File: config.mk
export PLATFORM = sky130hd
export DESIGN_NAME = ordered_symbol_set_core
export DESIGN_NICKNAME = d
export VERILOG_FILES = /design/src/hdl/oss_pkg.sv /design/src/hdl/oss_ram.sv /design/src/hdl/oss_ctrl.sv /design/src/hdl/oss_dp.sv /design/src/hdl/ordered_symbol_set_core.sv
export VERILOG_INCLUDE_DIRS = /design/src /design/src/hdl
export SDC_FILE = /design/constraint.sdc
export NUM_CORES = 2
export LEC_CHECK = 0
export BUFFER_PORTS_ARGS = -buffer_cell sky130_fd_sc_hd__buf_2
export CORE_UTILIZATION = 46
export CTS_CLUSTER_SIZE = 20
export DETAILED_ROUTE_END_ITERATION = 8
export HOLD_SLACK_MARGIN = 0.02
export PLACE_DENSITY_LB_ADDON = 0.12
export SYNTH_ARGS = -nofsm -noshare
export SYNTH_HDL_FRONTEND = slang
export SYNTH_SLANG_ARGS = --single-unit
File: constraint.sdc
create_clock -name clock -period 8.1 [get_ports clock]
set_input_delay 0.81 -clock clock [delete_from_list [all_inputs] [get_ports clock]]
set_output_delay 0.81 -clock clock [all_outputs]
set_load 0.02 [all_outputs]
File: src/hdl/assert_macros.svh
// ------------------------------------------------------------------------
// assert_macros.svh
// Shared concurrent assertion macros for the ordered symbol set block.
// ------------------------------------------------------------------------
`ifndef ASSERT_MACROS_SVH
`define ASSERT_MACROS_SVH

// Check a property at every rising clock edge outside reset.
`define OSS_ASSERT(label, clk, rst, prop) \
   label: assert property (@(posedge clk) disable iff (rst) (prop)) \
      else $error("%m: assertion failed");

// Check that a condition is followed by another in the next cycle.
`define OSS_ASSERT_NEXT(label, clk, rst, cond, nxt) \
   label: assert property (@(posedge clk) disable iff (rst) (cond) |=> (nxt)) \
      else $error("%m: assertion failed");

`endif

File: src/hdl/oss_pkg.sv
// ------------------------------------------------------------------------
// oss_pkg
// Types, codes and field widths shared by the ordered symbol set block.
// ------------------------------------------------------------------------
`default_nettype none

package oss_pkg;

   localparam int MODE_W           = 2;
   localparam int SYMBOL_W         = 8;
   localparam int INDEX_W          = 7;
   localparam int POSITION_W       = 7;
   localparam int COUNT_OUT_W      = 8;
   localparam int STATUS_W         = 3;
   localparam int DEFAULT_CAPACITY = 128;

   typedef enum logic [MODE_W-1:0] {
      MODE_INSERT = 2'd0,
      MODE_REMOVE = 2'd1,
      MODE_QUERY  = 2'd2,
      MODE_READ   = 2'd3
   } mode_type;

   typedef enum logic [STATUS_W-1:0] {
      ST_DONE      = 3'd0,
      ST_PRESENT   = 3'd1,
      ST_NOT_FOUND = 3'd2,
      ST_FULL      = 3'd3,
      ST_INDEX     = 3'd4
   } status_type;

   typedef enum logic [2:0] {
      S_IDLE,
      S_SCAN,
      S_EXEC,
      S_SHIFT,
      S_READ_ISSUE,
      S_READ_TAKE,
      S_FINISH
   } state_type;

   // Commands from the controller to the datapath.
   typedef struct packed {
      logic latch;
      logic scan_run;
      logic exec;
      logic shift_run;
      logic shift_end;
      logic read_issue;
      logic read_take;
      logic emit;
   } cmd_type;

   // Status from the datapath to the controller.
   typedef struct packed {
      mode_type mode;
      mode_type req_mode;
      logic     hit;
      logic     hit_now;
      logic     sweep_end;
      logic     idx_ok;
      logic     out_free;
   } stat_type;

endpackage

`default_nettype wire

File: src/hdl/oss_ram.sv
// ------------------------------------------------------------------------
// oss_ram
// Generic single-write, single-read RAM with registered read data.
// ------------------------------------------------------------------------
`default_nettype none

module oss_ram #(
   parameter int WIDTH = 8,
   parameter int DEPTH = 128
) (
   input  wire logic                     clock,
   input  wire logic                     wr_en,
   input  wire logic [$clog2(DEPTH)-1:0] wr_addr,
   input  wire logic [WIDTH-1:0]         wr_data,
   input  wire logic                     rd_en,
   input  wire logic [$clog2(DEPTH)-1:0] rd_addr,
   output logic      [WIDTH-1:0]         rd_data
);

   logic [WIDTH-1:0] mem_ff [DEPTH];
   logic [WIDTH-1:0] rd_data_ff;

   // Write and read ports
   always_ff @(posedge clock) begin
      if (wr_en) begin
         mem_ff[wr_addr] <= wr_data;
      end
      if (rd_en) begin
         rd_data_ff <= mem_ff[rd_addr];
      end
   end

   assign rd_data = rd_data_ff;

endmodule

`default_nettype wire

File: src/hdl/oss_ctrl.sv
// ------------------------------------------------------------------------
// oss_ctrl
// Sequencer for the ordered symbol set: scan, execute, compact, read, emit.
// ------------------------------------------------------------------------
`default_nettype none

`include "assert_macros.svh"

module oss_ctrl (
   input  wire logic             clock,
   input  wire logic             reset,
   input  wire logic             req_valid,
   output logic                  req_stall,
   input  wire oss_pkg::stat_type stat,
   output oss_pkg::cmd_type      cmd
);

   oss_pkg::state_type state_ff, state_in;

   // State register
   always_ff @(posedge clock) begin
      if (reset) begin
         state_ff <= oss_pkg::S_IDLE;
      end else begin
         state_ff <= state_in;
      end
   end

   // Next state and commands
   always_comb begin
      state_in = state_ff;
      cmd      = '0;
      unique case (state_ff)
         oss_pkg::S_IDLE: begin
            if (req_valid) begin
               cmd.latch = 1'b1;
               state_in  = (stat.req_mode == oss_pkg::MODE_READ) ?
                           oss_pkg::S_READ_ISSUE : oss_pkg::S_SCAN;
            end
         end
         oss_pkg::S_SCAN: begin
            cmd.scan_run = 1'b1;
            if (stat.hit_now || stat.sweep_end) begin
               state_in = oss_pkg::S_EXEC;
            end
         end
         oss_pkg::S_EXEC: begin
            cmd.exec = 1'b1;
            if (stat.mode == oss_pkg::MODE_REMOVE && stat.hit) begin
               state_in = oss_pkg::S_SHIFT;
            end else begin
               state_in = oss_pkg::S_FINISH;
            end
         end
         oss_pkg::S_SHIFT: begin
            if (stat.sweep_end) begin
               cmd.shift_end = 1'b1;
               state_in      = oss_pkg::S_FINISH;
            end else begin
               cmd.shift_run = 1'b1;
            end
         end
         oss_pkg::S_READ_ISSUE: begin
            cmd.read_issue = 1'b1;
            state_in = stat.idx_ok ? oss_pkg::S_READ_TAKE : oss_pkg::S_FINISH;
         end
         oss_pkg::S_READ_TAKE: begin
            cmd.read_take = 1'b1;
            state_in      = oss_pkg::S_FINISH;
         end
         oss_pkg::S_FINISH: begin
            if (stat.out_free) begin
               cmd.emit = 1'b1;
               state_in = oss_pkg::S_IDLE;
            end
         end
         default: begin
            state_in = oss_pkg::S_IDLE;
         end
      endcase
   end

   assign req_stall = (state_ff != oss_pkg::S_IDLE);

   `OSS_ASSERT_NEXT(a_accept_starts_work, clock, reset, cmd.latch,
      state_ff == oss_pkg::S_SCAN || state_ff == oss_pkg::S_READ_ISSUE)
   `OSS_ASSERT(a_shift_only_on_remove, clock, reset,
      state_ff != oss_pkg::S_SHIFT || stat.mode == oss_pkg::MODE_REMOVE)

endmodule

`default_nettype wire

File: src/hdl/oss_dp.sv
// ------------------------------------------------------------------------
// oss_dp
// Datapath for the ordered symbol set: member RAM, sweep pointer, count
// and the result register.
// ------------------------------------------------------------------------
`default_nettype none

`include "assert_macros.svh"

module oss_dp #(
   parameter int CAPACITY = oss_pkg::DEFAULT_CAPACITY
) (
   input  wire logic                           clock,
   input  wire logic                           reset,
   input  wire logic [oss_pkg::MODE_W-1:0]     req_mode,
   input  wire logic [oss_pkg::SYMBOL_W-1:0]   req_symbol,
   input  wire logic [oss_pkg::INDEX_W-1:0]    req_index,
   input  wire logic                           rsp_stall,
   output logic                                rsp_valid,
   output logic                                rsp_found,
   output logic      [oss_pkg::POSITION_W-1:0] rsp_position,
   output logic      [oss_pkg::SYMBOL_W-1:0]   rsp_element,
   output logic      [oss_pkg::COUNT_OUT_W-1:0] rsp_count,
   output logic      [oss_pkg::STATUS_W-1:0]   rsp_status,
   input  wire oss_pkg::cmd_type               cmd,
   output oss_pkg::stat_type                   stat
);

   localparam int ADDR_W = $clog2(CAPACITY);
   localparam int CNT_W  = $clog2(CAPACITY + 1);
   localparam int CMP_W  = (CNT_W > oss_pkg::INDEX_W) ? CNT_W : oss_pkg::INDEX_W;

   // Request fields and working state
   oss_pkg::mode_type              mode_ff, mode_in;
   logic [oss_pkg::SYMBOL_W-1:0]   symbol_ff, symbol_in;
   logic [oss_pkg::INDEX_W-1:0]    index_ff, index_in;
   logic [CNT_W-1:0]               count_ff, count_in;
   logic [CNT_W-1:0]               ptr_ff, ptr_in;
   logic                           pend_ff, pend_in;
   logic [ADDR_W-1:0]              rd_addr_ff, rd_addr_in;
   logic                           hit_ff, hit_in;
   logic [ADDR_W-1:0]              pos_ff, pos_in;
   logic [oss_pkg::SYMBOL_W-1:0]   element_ff, element_in;
   oss_pkg::status_type            status_ff, status_in;

   // Result register
   logic                           rsp_valid_ff, rsp_valid_in;
   logic                           rsp_found_ff, rsp_found_in;
   logic [oss_pkg::POSITION_W-1:0] rsp_position_ff, rsp_position_in;
   logic [oss_pkg::SYMBOL_W-1:0]   rsp_element_ff, rsp_element_in;
   logic [oss_pkg::COUNT_OUT_W-1:0] rsp_count_ff, rsp_count_in;
   oss_pkg::status_type            rsp_status_ff, rsp_status_in;

   // Memory ports
   logic                           wr_en;
   logic [ADDR_W-1:0]              wr_addr;
   logic [oss_pkg::SYMBOL_W-1:0]   wr_data;
   logic                           rd_en;
   logic [ADDR_W-1:0]              rd_addr;
   logic [oss_pkg::SYMBOL_W-1:0]   rd_data;

   logic                           hit_now;
   logic                           more;
   logic                           full;
   logic                           idx_ok;

   oss_ram #(
      .WIDTH (oss_pkg::SYMBOL_W),
      .DEPTH (CAPACITY)
   ) u_member_ram (
      .clock   (clock),
      .wr_en   (wr_en),
      .wr_addr (wr_addr),
      .wr_data (wr_data),
      .rd_en   (rd_en),
      .rd_addr (rd_addr),
      .rd_data (rd_data)
   );

   assign hit_now = pend_ff && (rd_data == symbol_ff);
   assign more    = (ptr_ff < count_ff);
   assign full    = (count_ff >= CNT_W'(CAPACITY));
   assign idx_ok  = (CMP_W'(index_ff) < CMP_W'(count_ff));

   // Report status to the controller
   always_comb begin
      stat.mode      = mode_ff;
      stat.req_mode  = oss_pkg::mode_type'(req_mode);
      stat.hit       = hit_ff;
      stat.hit_now   = hit_now;
      stat.sweep_end = !pend_ff && !more;
      stat.idx_ok    = idx_ok;
      stat.out_free  = !rsp_valid_ff || !rsp_stall;
   end

   // Next values
   always_comb begin
      mode_in         = mode_ff;
      symbol_in       = symbol_ff;
      index_in        = index_ff;
      count_in        = count_ff;
      ptr_in          = ptr_ff;
      hit_in          = hit_ff;
      pos_in          = pos_ff;
      element_in      = element_ff;
      status_in       = status_ff;
      rsp_valid_in    = rsp_valid_ff;
      rsp_found_in    = rsp_found_ff;
      rsp_position_in = rsp_position_ff;
      rsp_element_in  = rsp_element_ff;
      rsp_count_in    = rsp_count_ff;
      rsp_status_in   = rsp_status_ff;
      wr_en           = 1'b0;
      wr_addr         = '0;
      wr_data         = '0;
      rd_en           = 1'b0;
      rd_addr         = '0;

      // Capture a new request
      if (cmd.latch) begin
         mode_in    = oss_pkg::mode_type'(req_mode);
         symbol_in  = req_symbol;
         index_in   = req_index;
         ptr_in     = '0;
         hit_in     = 1'b0;
         pos_in     = '0;
         element_in = '0;
         status_in  = oss_pkg::ST_DONE;
      end

      // Sweep the live members looking for the symbol
      if (cmd.scan_run) begin
         if (hit_now) begin
            hit_in = 1'b1;
            pos_in = rd_addr_ff;
         end
         if (more) begin
            rd_en   = 1'b1;
            rd_addr = ptr_ff[ADDR_W-1:0];
            ptr_in  = ptr_ff + 1'b1;
         end
      end

      // Apply the operation once the lookup is settled
      if (cmd.exec) begin
         unique case (mode_ff)
            oss_pkg::MODE_INSERT: begin
               if (full) begin
                  status_in = oss_pkg::ST_FULL;
               end else if (hit_ff) begin
                  status_in = oss_pkg::ST_PRESENT;
               end else begin
                  wr_en    = 1'b1;
                  wr_addr  = count_ff[ADDR_W-1:0];
                  wr_data  = symbol_ff;
                  count_in = count_ff + 1'b1;
               end
            end
            oss_pkg::MODE_REMOVE: begin
               if (!hit_ff) begin
                  status_in = oss_pkg::ST_NOT_FOUND;
               end else begin
                  ptr_in = CNT_W'(pos_ff) + 1'b1;
               end
            end
            oss_pkg::MODE_QUERY: begin
               if (!hit_ff) begin
                  status_in = oss_pkg::ST_NOT_FOUND;
               end
            end
            default: begin
               status_in = status_ff;
            end
         endcase
      end

      // Compact: move each later member down one place
      if (cmd.shift_run) begin
         if (pend_ff) begin
            wr_en   = 1'b1;
            wr_addr = rd_addr_ff - 1'b1;
            wr_data = rd_data;
         end
         if (more) begin
            rd_en   = 1'b1;
            rd_addr = ptr_ff[ADDR_W-1:0];
            ptr_in  = ptr_ff + 1'b1;
         end
      end
      if (cmd.shift_end) begin
         count_in = count_ff - 1'b1;
      end

      // Read the member at the requested index
      if (cmd.read_issue) begin
         if (idx_ok) begin
            rd_en   = 1'b1;
            rd_addr = ADDR_W'(index_ff);
         end else begin
            status_in = oss_pkg::ST_INDEX;
         end
      end
      if (cmd.read_take) begin
         element_in = rd_data;
      end

      // Load the result register, drop it once taken
      if (cmd.emit) begin
         rsp_valid_in    = 1'b1;
         rsp_found_in    = hit_ff;
         rsp_position_in = hit_ff ? oss_pkg::POSITION_W'(pos_ff) : '0;
         rsp_element_in  = element_ff;
         rsp_count_in    = oss_pkg::COUNT_OUT_W'(count_ff);
         rsp_status_in   = status_ff;
      end else if (!rsp_stall) begin
         rsp_valid_in = 1'b0;
      end
   end

   assign pend_in    = rd_en;
   assign rd_addr_in = rd_addr;

   // Control registers
   always_ff @(posedge clock) begin
      if (reset) begin
         count_ff     <= '0;
         pend_ff      <= 1'b0;
         rsp_valid_ff <= 1'b0;
      end else begin
         count_ff     <= count_in;
         pend_ff      <= pend_in;
         rsp_valid_ff <= rsp_valid_in;
      end
   end

   // Payload registers
   always_ff @(posedge clock) begin
      mode_ff         <= mode_in;
      symbol_ff       <= symbol_in;
      index_ff        <= index_in;
      ptr_ff          <= ptr_in;
      rd_addr_ff      <= rd_addr_in;
      hit_ff          <= hit_in;
      pos_ff          <= pos_in;
      element_ff      <= element_in;
      status_ff       <= status_in;
      rsp_found_ff    <= rsp_found_in;
      rsp_position_ff <= rsp_position_in;
      rsp_element_ff  <= rsp_element_in;
      rsp_count_ff    <= rsp_count_in;
      rsp_status_ff   <= rsp_status_in;
   end

   assign rsp_valid    = rsp_valid_ff;
   assign rsp_found    = rsp_found_ff;
   assign rsp_position = rsp_position_ff;
   assign rsp_element  = rsp_element_ff;
   assign rsp_count    = rsp_count_ff;
   assign rsp_status   = rsp_status_ff;

   `OSS_ASSERT(a_count_in_range, clock, reset, count_ff <= CNT_W'(CAPACITY))
   `OSS_ASSERT(a_no_port_collision, clock, reset,
      !(wr_en && rd_en) || (wr_addr != rd_addr))

endmodule

`default_nettype wire

File: src/hdl/ordered_symbol_set_core.sv
// ------------------------------------------------------------------------
// ordered_symbol_set_core
// Ordered set of distinct 8-bit symbols with insert, remove with
// compaction, membership query and indexed read.
//
//   channel  direction  handshake          payload
//   req      in         req_valid/stall    mode, symbol, index
//   rsp      out        rsp_valid/stall    found, position, element,
//                                          count, status
//
// Insert and query sweep the live members for the symbol; remove uses
// a shared sweep through the one-read, one-write member RAM for both
// lookup and compaction; read goes straight to the indexed member.
// One request is worked at a time; the result register lets the next
// request enter while the previous result waits on rsp_stall.
// Reset empties the set at once; no clearing pass runs on the RAM.
// ------------------------------------------------------------------------
`default_nettype none

module ordered_symbol_set_core #(
   parameter int CAPACITY = oss_pkg::DEFAULT_CAPACITY
) (
   input  wire logic                            clock,
   input  wire logic                            reset,
   input  wire logic                            req_valid,
   output logic                                 req_stall,
   input  wire logic [oss_pkg::MODE_W-1:0]      req_mode,
   input  wire logic [oss_pkg::SYMBOL_W-1:0]    req_symbol,
   input  wire logic [oss_pkg::INDEX_W-1:0]     req_index,
   output logic                                 rsp_valid,
   input  wire logic                            rsp_stall,
   output logic                                 rsp_found,
   output logic      [oss_pkg::POSITION_W-1:0]  rsp_position,
   output logic      [oss_pkg::SYMBOL_W-1:0]    rsp_element,
   output logic      [oss_pkg::COUNT_OUT_W-1:0] rsp_count,
   output logic      [oss_pkg::STATUS_W-1:0]    rsp_status
);

   oss_pkg::cmd_type  cmd;
   oss_pkg::stat_type stat;

   oss_ctrl u_ctrl (
      .clock     (clock),
      .reset     (reset),
      .req_valid (req_valid),
      .req_stall (req_stall),
      .stat      (stat),
      .cmd       (cmd)
   );

   oss_dp #(
      .CAPACITY (CAPACITY)
   ) u_dp (
      .clock        (clock),
      .reset        (reset),
      .req_mode     (req_mode),
      .req_symbol   (req_symbol),
      .req_index    (req_index),
      .rsp_stall    (rsp_stall),
      .rsp_valid    (rsp_valid),
      .rsp_found    (rsp_found),
      .rsp_position (rsp_position),
      .rsp_element  (rsp_element),
      .rsp_count    (rsp_count),
      .rsp_status   (rsp_status),
      .cmd          (cmd),
      .stat         (stat)
   );

endmodule

`default_nettype wire

==> flow_summary.ini <==
[run_status]
outcome = finished clean

[clock_network]
cts-root-buf = clkbuf_16
clkLatencyLatePin_ps = 730
clk_pin_slew_worst_paths_ps = 60
ctsHoldBuffers = 0
cts_tree = yes
post_cts_buffers = 0
ctsLongestPathBuffers = 3
cts_sinks = 1123
post_cts_resized = 0
htreeDepth = 3
numCtsBuffers = 116

[yosys]
synth_fp_nets = 3540
synth-main-ff-cell = edfxtp_1
yosys_warnings = 0
async_flop_share_pct = 0
ys_ff_latch = 1123
synth_area_sq_um = 45590
synth.distinct_cells = 80
synth_cells = 3493
seq_area_frac_synth_pct = 73.12
synth_edf_count = 1084
syn_avg_cell_area_sq_um = 13.05

[worst_setup_path]
setup.worst_path.start_class = flip-flop
cp.required_ps = 8580
worstSetupPathType = reg -> reg
cp_data_arrival_time_ps = 5910
cp_max_fo = 32
rrSetupSlack_ps = 2670
cp-end-kind = flip-flop

[placement]
post_dp_cell_area_sq_um = 47070
pre_cts_ws_ps = 2677
place.gp.congestion = 0.8944
dp_hpwl_um = 78600
io_buffers = 49

[sta]
min_period_ps = 5432
fin_setup_tns_ps = 0
holdWs_ps = 258.2
fin_crit_sh_pct = 67.06
setup-violations-final = 0
rsz0062_at_grt = false
maxSlewViolCount = 0
worst_pin_slew_ps = 1191
max_freq_mhz = 184.1
relSlewSlack_pct = 20.59
finClkSkew_ps = 48.12
fin_ws_ps = 2668
final_hold_viol_count = 0

[floorplan]
dieHeight_um = 316.8
die_x_um = 316.8
die_area_sq_um = 100400
start_util_pct = 46.39
rows = 115
core_area_sq_um = 98280
boundaryPins = 50

[grt]
grt_use_total_pct = 25.64
antenna_found_initial = 2
grt_pass1_wl_um = 188000
grt-ovfl-total = 0
grt_pass1_vias = 27630
grt_start_max_net_pins = 133

[pwr]
swShare_pct = 26.53
p_sw_mw = 3.611
power_density_nw_per_um2 = 267.8
p_int_mw = 10.00
power.total_mw = 13.61
p_clk_share_pct = 38.5
vdd_ir_drop_max_mv = 0.1908
comb_power_share_pct = 12.6
power.leakage_nw = 17.42
pwr-share-seq_pct = 48.9

[final_layout]
layout.cells.most_common_list = 1084 x edfxtp_1, 872 x nand2_1, 336 x nand3_1, 206 x nor2_1, 116 x clkbuf_16
area_growth_pct = 11.49
final_common_cell = edfxtp_1
drive_above_1_share_pct = 8.453
postLayoutCellArea_sq_um = 50820
fin_nets = 3556

[worst_hold_path]
hp-class = in -> reg

[detailed_routing]
drtPass1Iterations = 6
routedWlPerCell_um = 26.21
ant_nets = 0
drc = 0
via_per_inst = 5.920
drt_iter0_drc = 3404
drt-total-wl_um = 128300
vias = 28990

[run]
max-cap-violations = 0
==> Yosys cell counts, drive strengths merged (9+ instances only) <==
library cell	instances	share of area, %
inv	25	0.21
a21oi	115	1.3
ha	25	0.69
a221oi	9	0.17
nand4	30	0.41
nand3	336	3.7
nor2	209	1.7
o2111ai	20	0.38
edfxtp	1084	71
a31oi	33	0.50
a311oi	19	0.37
o211ai	10	0.18
a22oi	15	0.26
a22o	9	0.17
dfxtp	39	1.7
and3	62	0.85
nand2	877	7.2
a32oi	37	0.75
and2	20	0.27
a211oi	9	0.15
o22ai	13	0.18
xnor2	20	0.38
mux2i	101	2.2
clkbuf	63	0.52
o21ai	45	0.49
buf	134	1.5
nor3	21	0.23
==> state kept, by name (all words and copies together), names as in the netlist, 3 cells and up <==
name / count
u_ctrl.state_ff: 3
u_dp.rsp_count: 8
u_dp.status_ff: 3
u_dp.count_ff: 8
u_dp.rsp_status: 3
u_dp.element_ff: 8
u_dp.pos_ff: 7
u_dp.u_member_ram.mem_ff: 1024
u_dp.u_member_ram.rd_data: 8
u_dp.ptr_ff: 8
u_dp.rsp_position: 7
u_dp.index_ff: 7
u_dp.symbol_ff: 8
u_dp.rsp_element: 8
u_dp.rd_addr_ff: 7
==> power groups by stage <==
stage / clock network (mW) / logic, mW / registers [mW]
2_1_floorplan: 0 / 1.15 / 6.72
3_3_place_gp: 0 / 1.70 / 6.77
3_5_place_dp: 0 / 1.71 / 6.77
4_1_cts: 5.30 / 1.72 / 6.65
5_1_grt: 5.52 / 1.87 / 6.66
6_report: 5.24 / 1.72 / 6.65
==> worst paths after layout <==
kind,start,endpoint,depth (start not counted)
worst max-delay path,u_dp.count_ff[7],u_dp.u_member_ram.rd_data[7],16
worst min-delay path,req_symbol[4],u_dp.symbol_ff[4],1
worst max register to register,u_dp.count_ff[7],u_dp.u_member_ram.rd_data[7],16
worst min register to register,u_dp.element_ff[0],u_dp.rsp_element[0],0
==> per-stage QoR <==
| step | util [%] | instances |
|---|---|---|
| 3_5_place_dp | 47.90 | 4678 |
| 4_1_cts | 51.71 | 4895 |
| 6_report | 51.71 | 4896 |
| 3_3_place_gp | 47.90 | 4678 |
| 5_1_grt | 51.71 | 4895 |
| 2_1_floorplan | - | 3493 |
==> area by class of cell <==
cell class,count,area (sq um)
Antenna cell,1,2.502
Clock buffer,142,3080
Clock inverter,75,668.1
Fill cell,8213,47450
Inverter,26,107.6
Multi-Input combinational cell,2147,11390
Sequential cell,1123,33330
Tap cell,1287,1610
Timing Repair Buffer,95,628.1
==> worst max-delay path, stage by stage (launching register included) <==
cell and delay [ps]:
dfxtp_1 490, inv_2 120, ha_1 310, nand2_1 90
or3_1 480, o211a_1 310, a31oi_4 140, buf_4 520
inv_2 240, buf_4 350, nor2_2 370, buf_4 340
a32oi_1 100, nand4_1 210, nand4_1 110, a2111o_1 480
or4_1 520
==> metal layers <==
layer  share of wire [%]  routed length (um)  global-route usage, %
met4                 3.1                3932                  8.763
met1                  43               54950                  36.76
met2                  46               59410                  39.97
met3                 7.8               10040                  3.985
met5                   0                   0                      0
==> cells by family (layout without fill, tap and decap cells) <==
group	after synthesis	in the layout	synth area share, %
AND/OR/NAND/NOR	1596	1596	15.10
AO/OA/AOI/OAI	395	395	6.077
flip-flops	1123	1123	73.12
multiplexers	104	104	2.292
XOR/XNOR	26	26	0.4995
other	0	1	0
adder cells (fa/ha/maj)	26	26	0.7301
buffers and inverters	223	338	2.187
No activity file was read; power rests on OpenSTA's default activity.
